--- src/hdl/utcd_pkg.sv ---
// shared types, constants and character codes for the text command decoder
package utcd_pkg;

    // default sizes
    localparam int LINE_LENGTH_DEF = 20;
    localparam int LED_COUNT_DEF   = 8;

    // register reset values and limits
    localparam logic [15:0] TPS_RESET  = 16'd31250;
    localparam logic [3:0]  MAXS_RESET = 4'd5;
    localparam logic [6:0]  NUM_SAT    = 7'd99;

    // register indexes
    localparam logic CFG_TPS  = 1'b0;
    localparam logic CFG_MAXS = 1'b1;

    // character codes
    localparam logic [7:0] CH_NUL   = 8'h00;
    localparam logic [7:0] CH_TAB   = 8'h09;
    localparam logic [7:0] CH_LF    = 8'h0A;
    localparam logic [7:0] CH_CR    = 8'h0D;
    localparam logic [7:0] CH_SPACE = 8'h20;
    localparam logic [7:0] CH_PLUS  = 8'h2B;
    localparam logic [7:0] CH_MINUS = 8'h2D;
    localparam logic [7:0] CH_ZERO  = 8'h30;
    localparam logic [7:0] CH_ONE   = 8'h31;
    localparam logic [7:0] CH_NINE  = 8'h39;
    localparam logic [7:0] CH_D     = 8'h64;
    localparam logic [7:0] CH_E     = 8'h65;
    localparam logic [7:0] CH_F     = 8'h66;
    localparam logic [7:0] CH_L     = 8'h6C;
    localparam logic [7:0] CH_N     = 8'h6E;
    localparam logic [7:0] CH_O     = 8'h6F;

    // "set time" prefix, first character at index 0
    localparam logic [7:0] SET_WORD [8] = '{8'h73, 8'h65, 8'h74, 8'h20,
                                            8'h74, 8'h69, 8'h6D, 8'h65};
    localparam int SET_LEN    = 8;
    localparam int NUM_OFFSET = 9;

    // one queued byte with its class
    typedef struct packed {
        logic       eol;
        logic [7:0] data;
    } t_item;

    // back end sequencer
    typedef enum logic [1:0] {
        BS_IDLE,
        BS_SCAN,
        BS_DONE
    } t_bstate;

    // number reader phase
    typedef enum logic [1:0] {
        NP_SKIP,
        NP_DIGIT,
        NP_STOP
    } t_nphase;

endpackage

--- src/hdl/utcd_front.sv ---
// front end: takes received bytes, marks line ends and queues them
module utcd_front (
    input  logic          i_clk,
    input  logic          i_rst_n,
    input  logic          i_in_valid,
    output logic          o_in_stall,
    input  logic [7:0]    i_rx_byte,
    output logic          o_q_valid,
    output utcd_pkg::t_item o_q_item,
    input  logic          i_q_pop
);
    import utcd_pkg::*;

    t_item      r_q [2];
    logic       r_wp;
    logic       r_rp;
    logic [1:0] r_cnt;
    logic       w_push;
    logic       w_pop;
    t_item      w_item;

    // classify the incoming byte
    always_comb begin
        w_item.data = i_rx_byte;
        w_item.eol  = (i_rx_byte == CH_CR) || (i_rx_byte == CH_LF);
    end

    assign o_in_stall = (r_cnt == 2'd2);
    assign w_push     = i_in_valid && !o_in_stall;
    assign o_q_valid  = (r_cnt != 2'd0);
    assign w_pop      = i_q_pop && o_q_valid;
    assign o_q_item   = r_q[r_rp];

    // queue storage
    always_ff @(posedge i_clk) begin
        if (w_push) begin
            r_q[r_wp] <= w_item;
        end
    end

    // queue pointers
    always_ff @(posedge i_clk) begin
        if (!i_rst_n) begin
            r_wp  <= 1'b0;
            r_rp  <= 1'b0;
            r_cnt <= 2'd0;
        end else begin
            if (w_push) begin
                r_wp <= ~r_wp;
            end
            if (w_pop) begin
                r_rp <= ~r_rp;
            end
            if (w_push && !w_pop) begin
                r_cnt <= r_cnt + 2'd1;
            end else if (w_pop && !w_push) begin
                r_cnt <= r_cnt - 2'd1;
            end
        end
    end

endmodule

--- src/hdl/utcd_back.sv ---
// back end: line store, end-of-line walk, led and timer decode, result register
module utcd_back #(
    parameter int LINE_LENGTH = utcd_pkg::LINE_LENGTH_DEF,
    parameter int LED_COUNT   = utcd_pkg::LED_COUNT_DEF
) (
    input  logic            i_clk,
    input  logic            i_rst_n,
    input  logic            i_q_valid,
    input  utcd_pkg::t_item i_q_item,
    output logic            o_q_pop,
    input  logic            i_cfg_we,
    input  logic            i_cfg_idx,
    input  logic [15:0]     i_cfg_data,
    output logic            o_out_valid,
    input  logic            i_out_stall,
    output logic [7:0]      o_echo_byte,
    output logic [7:0]      o_led_pins,
    output logic [19:0]     o_compare_value,
    output logic            o_compare_written,
    output logic            o_line_done
);
    import utcd_pkg::*;

    localparam int DEPTH = LINE_LENGTH - 1;
    localparam int AW    = $clog2(DEPTH);
    localparam int FW    = $clog2(LINE_LENGTH);

    t_bstate r_state, n_state;

    logic [7:0]           r_store [DEPTH];
    logic [7:0]           r_rd_data;
    logic                 r_rd_vld;
    logic [FW-1:0]        r_fill;
    logic [FW-1:0]        r_addr;
    logic [FW-1:0]        r_len;
    logic                 r_stop;
    logic [63:0]          r_win;
    logic [LED_COUNT-1:0] r_on;
    logic [LED_COUNT-1:0] r_off;
    logic [LED_COUNT-1:0] r_led;
    logic                 r_set_ok;
    t_nphase              r_phase;
    logic                 r_neg;
    logic [6:0]           r_acc;
    logic [7:0]           r_eol_byte;
    logic [15:0]          r_tps;
    logic [3:0]           r_maxs;
    logic [19:0]          r_period;

    logic                 w_out_free;
    logic                 w_take;
    logic                 w_wr;
    logic                 w_issue;
    logic                 w_proc;
    logic [7:0]           w_b;
    logic [63:0]          w_win;
    logic                 w_on_base;
    logic                 w_off_base;
    logic [LED_COUNT-1:0] w_on_hit;
    logic [LED_COUNT-1:0] w_off_hit;
    logic                 w_blank;
    logic                 w_digit;
    logic [9:0]           w_acc_sum;
    logic [6:0]           w_acc_n;
    logic [6:0]           w_secs;
    logic [3:0]           w_clamp;
    logic [19:0]          w_product;
    logic                 w_set_line;
    logic                 w_finish;

    assign w_out_free = !o_out_valid || !i_out_stall;
    assign w_take     = (r_state == BS_IDLE) && i_q_valid && w_out_free;
    assign o_q_pop    = w_take;
    assign w_wr       = w_take && !i_q_item.eol && (r_fill < FW'(DEPTH));
    assign w_issue    = (r_state == BS_SCAN) && (r_addr < r_fill);
    assign w_proc     = (r_state == BS_SCAN) && r_rd_vld && !r_stop;
    assign w_finish   = (r_state == BS_DONE) && w_out_free;

    // line store memory, registered read
    always_ff @(posedge i_clk) begin
        if (w_wr) begin
            r_store[r_fill[AW-1:0]] <= i_q_item.data;
        end
        if (w_issue) begin
            r_rd_data <= r_store[r_addr[AW-1:0]];
        end
    end

    // pattern windows over the last eight bytes, newest in the low byte
    always_comb begin
        w_b        = r_rd_data;
        w_win      = {r_win[55:0], w_b};
        w_on_base  = (w_win[55:48] == CH_L) && (w_win[47:40] == CH_E) &&
                     (w_win[39:32] == CH_D) && (w_win[23:16] == CH_SPACE) &&
                     (w_win[15:8] == CH_O) && (w_win[7:0] == CH_N);
        w_off_base = (w_win[63:56] == CH_L) && (w_win[55:48] == CH_E) &&
                     (w_win[47:40] == CH_D) && (w_win[31:24] == CH_SPACE) &&
                     (w_win[23:16] == CH_O) && (w_win[15:8] == CH_F) &&
                     (w_win[7:0] == CH_F);
        for (int n = 0; n < LED_COUNT; n++) begin
            w_on_hit[n]  = w_on_base && (w_win[31:24] == 8'(CH_ONE + 8'(n)));
            w_off_hit[n] = w_off_base && (w_win[39:32] == 8'(CH_ONE + 8'(n)));
        end
    end

    // number reader step
    always_comb begin
        w_blank   = (w_b == CH_SPACE) || ((w_b >= CH_TAB) && (w_b <= CH_CR));
        w_digit   = (w_b >= CH_ZERO) && (w_b <= CH_NINE);
        w_acc_sum = 10'(r_acc) * 10'd10 + 10'(w_b - CH_ZERO);
        w_acc_n   = (w_acc_sum > 10'(NUM_SAT)) ? NUM_SAT : w_acc_sum[6:0];
    end

    // clamp and scale to timer ticks
    always_comb begin
        w_secs     = r_neg ? 7'd0 : r_acc;
        w_clamp    = (w_secs > 7'(r_maxs)) ? r_maxs : w_secs[3:0];
        w_product  = 20'(w_clamp) * 20'(r_tps);
        w_set_line = r_set_ok && (r_len >= FW'(SET_LEN));
    end

    // sequencer next state
    always_comb begin
        n_state = r_state;
        unique case (r_state)
            BS_IDLE: begin
                if (w_take && i_q_item.eol) begin
                    n_state = BS_SCAN;
                end
            end
            BS_SCAN: begin
                if (!w_issue && !r_rd_vld) begin
                    n_state = BS_DONE;
                end
            end
            BS_DONE: begin
                if (w_out_free) begin
                    n_state = BS_IDLE;
                end
            end
            default: n_state = BS_IDLE;
        endcase
    end

    // sequencer state register
    always_ff @(posedge i_clk) begin
        if (!i_rst_n) begin
            r_state <= BS_IDLE;
        end else begin
            r_state <= n_state;
        end
    end

    // configuration registers
    always_ff @(posedge i_clk) begin
        if (!i_rst_n) begin
            r_tps  <= TPS_RESET;
            r_maxs <= MAXS_RESET;
        end else if (i_cfg_we) begin
            if (i_cfg_idx == CFG_TPS) begin
                r_tps <= i_cfg_data;
            end else begin
                r_maxs <= i_cfg_data[3:0];
            end
        end
    end

    // line state and walk
    always_ff @(posedge i_clk) begin
        if (!i_rst_n) begin
            r_fill   <= '0;
            r_led    <= '0;
            r_period <= '0;
            r_rd_vld <= 1'b0;
        end else begin
            r_rd_vld <= w_issue;
            if (w_wr) begin
                r_fill <= r_fill + FW'(1);
            end
            if (w_issue) begin
                r_addr <= r_addr + FW'(1);
            end
            if (w_take && i_q_item.eol) begin
                r_addr     <= '0;
                r_len      <= '0;
                r_stop     <= 1'b0;
                r_win      <= '0;
                r_on       <= '0;
                r_off      <= '0;
                r_set_ok   <= 1'b1;
                r_phase    <= NP_SKIP;
                r_neg      <= 1'b0;
                r_acc      <= '0;
                r_eol_byte <= i_q_item.data;
            end
            if (w_proc) begin
                if (w_b == CH_NUL) begin
                    r_stop <= 1'b1;
                end else begin
                    r_len <= r_len + FW'(1);
                    r_win <= w_win;
                    r_on  <= r_on | w_on_hit;
                    r_off <= r_off | w_off_hit;
                    if ((r_len < FW'(SET_LEN)) && (w_b != SET_WORD[r_len[2:0]])) begin
                        r_set_ok <= 1'b0;
                    end
                    if (r_len >= FW'(NUM_OFFSET)) begin
                        case (r_phase)
                            NP_SKIP: begin
                                if (w_blank) begin
                                    r_phase <= NP_SKIP;
                                end else if ((w_b == CH_PLUS) || (w_b == CH_MINUS)) begin
                                    r_neg   <= (w_b == CH_MINUS);
                                    r_phase <= NP_DIGIT;
                                end else if (w_digit) begin
                                    r_acc   <= w_acc_n;
                                    r_phase <= NP_DIGIT;
                                end else begin
                                    r_phase <= NP_STOP;
                                end
                            end
                            NP_DIGIT: begin
                                if (w_digit) begin
                                    r_acc <= w_acc_n;
                                end else begin
                                    r_phase <= NP_STOP;
                                end
                            end
                            default: r_phase <= NP_STOP;
                        endcase
                    end
                end
            end
            if (w_finish) begin
                r_led  <= (r_led | r_on) & ~r_off;
                r_fill <= '0;
                if (w_set_line) begin
                    r_period <= w_product;
                end
            end
        end
    end

    // result register
    always_ff @(posedge i_clk) begin
        if (!i_rst_n) begin
            o_out_valid <= 1'b0;
        end else if (w_take && !i_q_item.eol) begin
            o_out_valid       <= 1'b1;
            o_echo_byte       <= i_q_item.data;
            o_led_pins        <= 8'(r_led);
            o_compare_value   <= r_period;
            o_compare_written <= 1'b0;
            o_line_done       <= 1'b0;
        end else if (w_finish) begin
            o_out_valid       <= 1'b1;
            o_echo_byte       <= r_eol_byte;
            o_led_pins        <= 8'((r_led | r_on) & ~r_off);
            o_compare_value   <= w_set_line ? w_product : r_period;
            o_compare_written <= w_set_line;
            o_line_done       <= 1'b1;
        end else if (!i_out_stall) begin
            o_out_valid <= 1'b0;
        end
    end

endmodule

--- src/hdl/uart_text_command_decoder.sv ---
// top level of the text command decoder: byte front end, queue and line back end
//
// channel  direction  handshake                 payload
// in       input      i_in_valid / o_in_stall   i_rx_byte
// out      output     o_out_valid / i_out_stall o_echo_byte, o_led_pins,
//                                               o_compare_value, o_compare_written,
//                                               o_line_done
// cfg      input      i_cfg_we                  i_cfg_idx, i_cfg_data
//
// an ordinary byte passes through the queue and then into the result register
// a CR or LF walks the line store one byte a cycle through its single read port
// a two-entry queue takes up to two bytes while a line is walked
// synchronous active-low reset empties the line and clears leds and period
module uart_text_command_decoder #(
    parameter int LINE_LENGTH = utcd_pkg::LINE_LENGTH_DEF,
    parameter int LED_COUNT   = utcd_pkg::LED_COUNT_DEF
) (
    input  logic        i_clk,
    input  logic        i_rst_n,
    input  logic        i_in_valid,
    output logic        o_in_stall,
    input  logic [7:0]  i_rx_byte,
    input  logic        i_cfg_we,
    input  logic        i_cfg_idx,
    input  logic [15:0] i_cfg_data,
    output logic        o_out_valid,
    input  logic        i_out_stall,
    output logic [7:0]  o_echo_byte,
    output logic [7:0]  o_led_pins,
    output logic [19:0] o_compare_value,
    output logic        o_compare_written,
    output logic        o_line_done
);
    import utcd_pkg::*;

    logic  w_q_valid;
    logic  w_q_pop;
    t_item w_q_item;

    // byte intake and queue
    utcd_front u_front (
        .i_clk      (i_clk),
        .i_rst_n    (i_rst_n),
        .i_in_valid (i_in_valid),
        .o_in_stall (o_in_stall),
        .i_rx_byte  (i_rx_byte),
        .o_q_valid  (w_q_valid),
        .o_q_item   (w_q_item),
        .i_q_pop    (w_q_pop)
    );

    // line handling and results
    utcd_back #(
        .LINE_LENGTH (LINE_LENGTH),
        .LED_COUNT   (LED_COUNT)
    ) u_back (
        .i_clk             (i_clk),
        .i_rst_n           (i_rst_n),
        .i_q_valid         (w_q_valid),
        .i_q_item          (w_q_item),
        .o_q_pop           (w_q_pop),
        .i_cfg_we          (i_cfg_we),
        .i_cfg_idx         (i_cfg_idx),
        .i_cfg_data        (i_cfg_data),
        .o_out_valid       (o_out_valid),
        .i_out_stall       (i_out_stall),
        .o_echo_byte       (o_echo_byte),
        .o_led_pins        (o_led_pins),
        .o_compare_value   (o_compare_value),
        .o_compare_written (o_compare_written),
        .o_line_done       (o_line_done)
    );

endmodule
--- config.mk ---
export PLATFORM = sky130hd
export DESIGN_NAME = uart_text_command_decoder
export DESIGN_NICKNAME = d
export VERILOG_FILES = /design/src/hdl/utcd_pkg.sv /design/src/hdl/utcd_front.sv /design/src/hdl/utcd_back.sv /design/src/hdl/uart_text_command_decoder.sv
export SDC_FILE = /design/constraint.sdc
export NUM_CORES = 1
export LEC_CHECK = 0
export BUFFER_PORTS_ARGS = -buffer_cell sky130_fd_sc_hd__buf_2
export CORE_MARGIN = 2
export CORE_UTILIZATION = 60
export CTS_BUF_LIST = sky130_fd_sc_hd__clkbuf_16
export CTS_CLUSTER_DIAMETER = 80
export DETAILED_ROUTE_END_ITERATION = 10
export PLACE_DENSITY_LB_ADDON = 0.3
export SLEW_MARGIN = 20
export SYNTH_ARGS = -nofsm -noshare
export SYNTH_HDL_FRONTEND = slang
export SYNTH_SLANG_ARGS = --single-unit
--- constraint.sdc ---
create_clock -name i_clk -period 13.8 [get_ports i_clk]
set_input_delay 2.76 -clock i_clk [delete_from_list [all_inputs] [get_ports i_clk]]
set_output_delay 2.76 -clock i_clk [all_outputs]
set_load 0.1 [all_outputs]
==> metrics.md <==
| Metric | Value |
|---|---|
| Part of the cycle the worst path needs | 0.4558 |
| Sink Count | 380 |
| Area leader, netlist | edfxtp_1 |
| Synth Area in XOR/XNOR | 0.01541 |
| Hold Vio Cnt, Final | 0 |
| CP max FO | 16 |
| Filler Cell Count | around 2200 |
| Unrepaired setup endpoints after global routing | false |
| Setup Fix Bufs, Post-CTS | 0 |
| Adder-cell share of the synthesized area | 0.07673 |
| CTS clock-pin slew for the worst setup and hold paths | 0.06 ns |
| Reg2reg end | u_back.r_period[18] |
| Share of cells above drive strength 1 | 0.1340 |
| DRC | 0 |
| CP most frequent cell | nor2b_1 |
| Initial antenna violation count | 0 |
| Library cells used by synthesis | 73 |
| Port-buffer cells | around 70 |
| Post-synth net total | around 1700 |
| Final Cell Area | 20640 sq um |
| Setup tns final | 0 ns |
| Core footprint | 30670 sq um |
| Congestion Overflow GR | 0 |
| Critical path data required time | between 10 and 15 ns |
| Routed WL per cell | 19.95 microns |
| DIE AREA | 32690 sq um |
| Share of the synthesized area in the top cell type | 0.5092 |
| CTS Buf Count | 39 |
| Reg-to-reg setup timing slack | 7.51 ns |
| Drt via density | ~6.1 |
| Peak supply drop | ~0.14 mV |
| Max-Cap Viols | 0 |
| First-pass GRT wire length | ~66000 microns |
| Hold wc startpoint | u_back.r_period[17] |
| Largest net degree at the start of global routing | 79 |
| Post-synth top cells | edfxtp_1, nand2_1, a21oi_1, nand3_1, inv_1 |
| Diodes inserted | 0 |
| Outcome | finished clean |
| Synthesized cell area | roughly 19000 sq um |
| Gp weighted congestion | ~0.86 |
| WP buf/inv | 2 |
| Largest family of logic cells by synthesized area | simple AND/OR/NAND/NOR gates |
| Ys flop type | edfxtp_1 |
| Area contributors post-synth | edfxtp_1, dfxtp_1, nand2_1 |
| Cells after synthesis | roughly 1600 |
| Hpwl dp | 26660 microns |
| Slew HR | 0.3391 |
| Vias | 12460 |
| GRT Total Usage | 0.2525 |
| WL final | 40660 microns |
| Layout net count | around 1700 |
| Syn. warnings | 0 |
| Initial Utilization | 0.6115 |
| Top-count cell post-synth | edfxtp_1 |
| Post-synthesis simple-gate area fraction | 0.1487 |
| Post-DP Area | a little under 20000 sq um |
| HP Class | reg -> reg |
| # IOs | 70 |
| Die height | 180.8 microns |
| CTS tree | yes |
| Hold_buf cts | 0 |
| Post-Route Skew | about 0.027 ns |
| CTS resizes | 0 |
| CP Cell Sequence | nor2b_1, ha_1, nor2b_1, o21a_1, o21a_1, o21a_1, or2_2, mux2i_2, nor2b_1, fa_1, inv_1, fa_1, inv_1, ha_1, nor2b_1, o31a_1, o31ai_1, a31oi_1, o211ai_1, a2111oi_0, a311o_1 |
| Root buffer cell | clkbuf_16 |
| Compound-Gate Fraction of Synth Area | 0.08187 |
| P_leak | between 0.007 and 0.008 uW |
| Endpoints failing setup | 0 |
| WP data arrival | ~6.7 ns |
| TritonRoute pass-1 iters | 6 |
| Crit path max-delay cell type | mux2i_2 |
| Syn-to-layout area delta | 10.09% |
| Tmin final | 6.290 ns |
| Reg2reg start | u_back.r_acc[1] |
| Avg Cell Area, Syn | 11.97 sq um |
| Die width | roughly 180 microns |
| F_max | ~0.16 GHz |
| Vias in the first global route | ~12000 |
| Worst skew pair latency | around 0.54 ns |
| Iter 0 DRT Violations | around 1100 |
| CTS Buffer Depth | 3 |
| H-tree lvl count | 2 |
| Fraction of the yosys area taken by sequential cells | 0.5754 |
| Hold EP | u_back.r_period[17] |
| CP Class | reg -> reg |
| Routed Antenna Nets | 0 |
| Power density cells | about 190 nW/um^2 |
| Hold depth | 2 |
| CP peak stage delay | between 0.6 and 0.7 ns |
| Crit. End Element | flip-flop |
| Setup crit start kind | flip-flop |
| R2r worst-path depth | 21 |
| Mux cell area share after synthesis | 0.06992 |
| Ys async rst share | 0 |
| Worst slew pin tran | between 0.9 and 1 ns |
| Yosys reg bits | 380 |
| Site row count | 64 |
| Slew Limit Fails | 0 |
| EDFF count, synth | approximately 320 |
| CP top delay family | compound AO/OA/AOI/OAI gates |
[metal layers]
layer,vias to the layer above,track usage,share of wire
met4,0,0.08290,0.029
met3,80,0.03326,0.059
met2,455,0.4207,0.50
li1,5789,-,-
met1,6136,0.3466,0.42
met5,-,0,0
[metrics by stage]
step	power (uW)	std cells	hold WS (ns)	setup slack, ns	utilization
CTS	3830	2037	0.4575	7.533	0.6722
global route	4023	2038	0.4757	7.074	0.6731
floorplan	2517	1567	0.4366	8.004	-
detailed placement	2819	1971	0.4479	7.281	0.6334
global placement	2778	1971	0.4428	7.456	0.6331
finish	3829	2038	0.4573	7.510	0.6731
[layout by cell type, fill, tap and decap left out, types with 16 or more instances in the layout]
master     instances
a21oi_1           86
buf_2             68
clkbuf_16         39
dfxtp_1           62
edfxtp_1         318
fa_1              30
ha_1              67
inv_1             91
mux2_2            24
mux4_2            40
nand2_1          261
nand2b_1          17
nand3_1           86
nand4_1           16
nor2_1            70
nor2b_1           48
o21ai_0           47
xnor2_1           16
xor2_1            17
[worst register-to-register path, cell delays in order, from the launching register on]
cell and delay [ns]:
edfxtp_1 0.47, nor2b_1 0.19, ha_1 0.31, nor2b_1 0.13
o21a_1 0.17, o21a_1 0.16, o21a_1 0.18, or2_2 0.36
mux2i_2 0.68, nor2b_1 0.16, fa_1 0.57, inv_1 0.06
fa_1 0.53, inv_1 0.04, ha_1 0.34, nor2b_1 0.16
o31a_1 0.26, o31ai_1 0.29, a31oi_1 0.24, o211ai_1 0.36
a2111oi_0 0.18, a311o_1 0.36
[power by group]
part | leakage (uW) | internal [uW] | switching [uW]
clock network | 0.000613 | 571 | 434
registers | 0.00347 | 1460 | 110
logic | 0.00371 | 425 | 824
[worst max-delay path by stage]
stage / start / slack [ns] / endpoint / cells past startpoint
6_report: u_back.r_acc[1] / 7.51 / u_back.r_period[18] / 21
3_3_place_gp: u_back.r_acc[1] / 7.46 / u_back.r_period[18] / 21
5_1_grt: u_back.r_acc[1] / 7.07 / u_back.r_period[18] / 21
2_1_floorplan: u_back.r_acc[1] / 8.00 / u_back.r_period[18] / 23
3_5_place_dp: i_out_stall / 7.28 / u_back.o_compare_value[19] / 10
4_1_cts: u_back.r_acc[1] / 7.53 / u_back.r_period[18] / 21
[flip-flops by register name (all words and copies together), names as in the netlist, 4 cells and up, named ones only]
register / count
u_back.r_acc: 7
u_back.o_led_pins: 8
u_back.r_led: 8
u_back.r_len: 5
u_back.r_eol_byte: 8
u_back.o_echo_byte: 8
u_back.r_win: 56
u_back.r_off: 8
u_back.r_on: 8
u_back.r_store: 152
u_back.r_maxs: 4
u_back.r_addr: 5
u_back.r_fill: 5
u_back.o_compare_value: 20
u_back.r_period: 20
u_back.r_tps: 16
u_back.r_rd_data: 8
u_front.r_q: 18
[cell families after synthesis]
| kind of cell | Yosys count |
|---|---|
| fa+ha+maj | 97 |
| flops | 380 |
| xor+xnor | 33 |
| buf+inv | 156 |
| simple gates | 584 |
| compound gates | 239 |
| mux | 78 |
[final cells by class]
| type | instances | area, sq um | area share |
|---|---|---|---|
| Clock inverter | 27 | 216.5 | 0.01048 |
| Multi-Input combinational cell | 1031 | 7397 | 0.3583 |
| Timing Repair Buffer | 80 | 450.4 | 0.02182 |
| Sequential cell | 380 | 10790 | 0.5227 |
| Inverter | 85 | 319.1 | 0.01545 |
| Tap cell | 396 | 495.5 | 0.02400 |
| Clock buffer | 39 | 975.9 | 0.04727 |
No activity file was read; power rests on OpenSTA's default activity.
